===== config.mk =====
export PLATFORM = sky130hd
export DESIGN_NAME = bui_fifo
export DESIGN_NICKNAME = d
export VERILOG_FILES = /design/src/hdl/bui_fifo.sv
export SDC_FILE = /design/constraint.sdc
export NUM_CORES = 1
export LEC_CHECK = 0
export BUFFER_PORTS_ARGS = -buffer_cell sky130_fd_sc_hd__buf_2
export CAP_MARGIN = 0
export CORE_AREA = 4 4 81 45
export DETAILED_ROUTE_END_ITERATION = 8
export DIE_AREA = 0 0 85 49
export GPL_TIMING_DRIVEN = 0
export MAX_ROUTING_LAYER = met4
export PLACE_DENSITY_LB_ADDON = 0.2
export SLEW_MARGIN = 20
export SYNTH_ARGS = -nofsm -noshare
export SYNTH_HDL_FRONTEND = slang
export SYNTH_SLANG_ARGS = --single-unit

===== constraint.sdc =====
create_clock -name clk -period 1.85 [get_ports clk]
set_input_delay 0.185 -clock clk [delete_from_list [all_inputs] [get_ports clk]]
set_output_delay 0.185 -clock clk [all_outputs]
set_load 0.05 [all_outputs]

===== src/hdl/bui_fifo.sv =====
// ----------------------------------------------------------------------------
// bui_fifo
// small register queue with count-based full and empty
// ----------------------------------------------------------------------------
module bui_fifo #(
    parameter int W     = 8,
    parameter int DEPTH = 4
) (
    input  logic         clk,
    input  logic         rst_n,
    input  logic         wr_en,
    input  logic [W-1:0] wr_data,
    input  logic         rd_en,
    output logic [W-1:0] rd_data,
    output logic         full,
    output logic         empty
);

    localparam int PTR_W = $clog2(DEPTH);
    localparam int CNT_W = $clog2(DEPTH + 1);

    logic [W-1:0]     mem_reg [DEPTH];
    logic [PTR_W-1:0] wr_ptr_reg, wr_ptr_next;
    logic [PTR_W-1:0] rd_ptr_reg, rd_ptr_next;
    logic [CNT_W-1:0] count_reg, count_next;

    always_comb
    begin
        wr_ptr_next = wr_ptr_reg;
        rd_ptr_next = rd_ptr_reg;
        if (wr_en)
        begin
            wr_ptr_next = (wr_ptr_reg == PTR_W'(DEPTH - 1)) ? '0 : wr_ptr_reg + 1'b1;
        end
        if (rd_en)
        begin
            rd_ptr_next = (rd_ptr_reg == PTR_W'(DEPTH - 1)) ? '0 : rd_ptr_reg + 1'b1;
        end
        case ({wr_en, rd_en})
            2'b10:   count_next = count_reg + 1'b1;
            2'b01:   count_next = count_reg - 1'b1;
            default: count_next = count_reg;
        endcase
    end

    always_ff @(posedge clk or negedge rst_n)
    begin
        if (!rst_n)
        begin
            wr_ptr_reg <= '0;
            rd_ptr_reg <= '0;
            count_reg  <= '0;
        end
        else
        begin
            wr_ptr_reg <= wr_ptr_next;
            rd_ptr_reg <= rd_ptr_next;
            count_reg  <= count_next;
        end
    end

    always_ff @(posedge clk)
    begin
        if (wr_en)
        begin
            mem_reg[wr_ptr_reg] <= wr_data;
        end
    end

    assign rd_data = mem_reg[rd_ptr_reg];
    assign full    = count_reg == CNT_W'(DEPTH);
    assign empty   = count_reg == '0;

endmodule


==> reports/qor.txt <==
Antenna viol nets, final - 0
Rows - 14
GR Overflow Total - 0
CTS tree - done
Delay-heaviest family, CP - multiplexers
TritonCTS buffer count - 5
RR Endpoint - mem_reg[2][4]
Post-route DRC violation count - 0
Maxcap violations - 0
Outcome - completed
Pre-antenna DRT Iters - 4
Vias in the first global route - 814
Reg2reg start - wr_ptr_reg[0]
Area delta synth->final - 15.6%
Ratio of cells with drive above 1 in the final layout - 34.5%
Crit. path cell count - 3
Ant diodes - 0
Crit path launch type - flip-flop
Slew @ Worst Pin - 439 ps
DR vias/cell - 5.19
Syn Nets - 99
Seq/Total Area, Yosys - 72.2%
Final setup viols - 0
# clock sinks - 39
Htree depth - 2
Area of the mapped netlist - 1570 sq um
Fillers - 216
CP Data Arrival Time - 1580 ps
Final Hold Fails - 0
Crit-path max cell delay - 510 ps
Slowest-stage cell, CP - mux4_2
Setup crit start - rd_ptr_reg[0]
Fmax achieved - 0.566 GHz
Register bit total from synthesis - 39
Vias - 778
Worst-skew pair later-pin latency - 280 ps
Worst Hold Class - in2reg
Largest net degree at the start of global routing - 12
Clock Skews - 7.68 ps
Slew Limit Fails - 0
Number of DRC markers in iteration 0 - 42
Total Die Area - 4170 sq um
First-pass GRT wire length - 3.86 mm
Buffers on Ports - 21
CP Data Required Time - 1660 ps
Gpl congestion - 0.628
Max VDD drop - 0.920 mV
Horiz. Die Dim - 85 microns
GR Util All Layers - 12.7%
Mapped Cells - 80
Die Height - 49 microns
Clk buf depth - 2
Synth unique cells - 19
Finished Core Util - 62.1%
Starting Density - 53.8%
CTS clk-pin slew, worst paths - 70 ps
Buf/Inv on CP - 2
Critical Path Sink - rd_data[3]
Commonest non-fill, non-tap cells in the layout - 32 x edfxtp_1, 22 x buf_2, 8 x mux4_2
Power Density - 1650 nW/um^2
Max reg flops - 32
Relative slew margins - 70.7%
Cells on worst reg2reg path - 3
Root Driver - clkbuf_8
Type of the worst setup path - reg2out
I/O Pins - 22
Nets@finish - 128
Crit path cell chain - buf_6 > mux4_2 > buf_2
Total Routed Length - 2.43 mm
Total power - 3.01 mW
RSZ-0062 raised after global routing - no
Initial antenna violation count - 0
HPWL after DPL - 1.76 mm
Min cycle time layout - 1770 ps
Crit-path max FO - 10
Mean Syn Cell Area - 19.7 sq um
Setup crit end kind - output pin
Pleak - 0.702 nW
CTS resizes - 0
Core footprint - 2930 sq um
Setup_tns - 0 ps
Post-route clock period utilization - 95.5%
Post-DR wirelength/cell - 16.2 microns
FF-to-FF setup slack - 440 ps
Most common cell after layout, fill and taps aside - edfxtp_1
YS warnings - 0
## cell usage after synthesis, drive strengths merged
cell | number | area, sq um
nand2 | 1 | 3.75
fa | 1 | 20.0
nor3 | 1 | 5.00
or3 | 1 | 6.26
and2 | 4 | 25.0
xnor2 | 1 | 8.76
nor2 | 2 | 7.51
o21ai | 2 | 10.0
and3 | 1 | 6.26
mux2i | 1 | 10.0
xor2 | 2 | 17.5
mux2 | 2 | 22.5
dfrtp | 7 | 175
inv | 6 | 22.5
buf | 2 | 16.3
edfxtp | 32 | 961
ha | 6 | 75.1
mux4 | 8 | 180
## cell type report
class,count,area [sq um],area share (%)
flip-flops and latches,39,1140,62.5
clock inverters,2,7.51,0.413
inverters,6,22.5,1.24
well taps,40,50.0,2.75
multi-input cells,33,398,21.9
repair buffers,22,115,6.33
plain buffers,2,16.3,0.895
clock buffers,6,72.6,3.99
## logic make-up after synthesis
kind of cell               count (synthesis)  synth area share, %
muxes                                     11                 13.5
DFF                                       39                 72.2
buffers and inverters                      8                 2.47
xor gates and xnor gates                   3                 1.67
AOI/OAI and AO/OA                          2                0.636
adders and majority gates                  7                 6.05
and+or+nand+nor                           10                 3.42
## layer usage
layer | track usage (%) | vias up | wire length (microns)
met2 | 20.5 | 23 | 1220
met1 | 15.5 | 395 | 1060
met5 | - | - | 0
met4 | 2.37 | 0 | 10
li1 | - | 358 | -
met3 | 5.06 | 2 | 146
## stage by stage
| stage | instances | hold WS (ps) | area, sq um | worst slack (ps) |
|---|---|---|---|---|
| floorplan | 80 | -111 | 1570 | 192 |
| global placement | 141 | 20.0 | 1730 | 376 |
| detailed placement | 141 | 25.2 | 1730 | 319 |
| CTS | 150 | 116 | 1820 | 71.4 |
| global route | 150 | 114 | 1820 | 17.4 |
| finish | 150 | 121 | 1820 | 83.1 |
## where the power goes
part	switching, mW	leakage [nW]	internal (mW)
Clock	0.263	0.0403	0.257
Combinational	0.826	0.285	0.420
Sequential	0.0822	0.377	1.16
Total	1.17	0.702	1.83
## worst min path at each step
stage                           from             to  slack (ps)  depth (start not counted)
after floorplan                rst_n   count_reg[0]        -110                          0
after global routing      wr_data[5]  mem_reg[3][5]         110                          1
after detailed placement       rst_n   count_reg[1]          30                          1
after global placement         rst_n   count_reg[2]          20                          1
final                     wr_data[6]  mem_reg[3][6]         120                          1
after CTS                 wr_data[5]  mem_reg[3][5]         120                          1
## what timing repair did
action,CTS,global route
hold endpoints to repair,7,0
setup buffers,0,0
hold buffers,1,0
(Power assumes the default switching activity.)
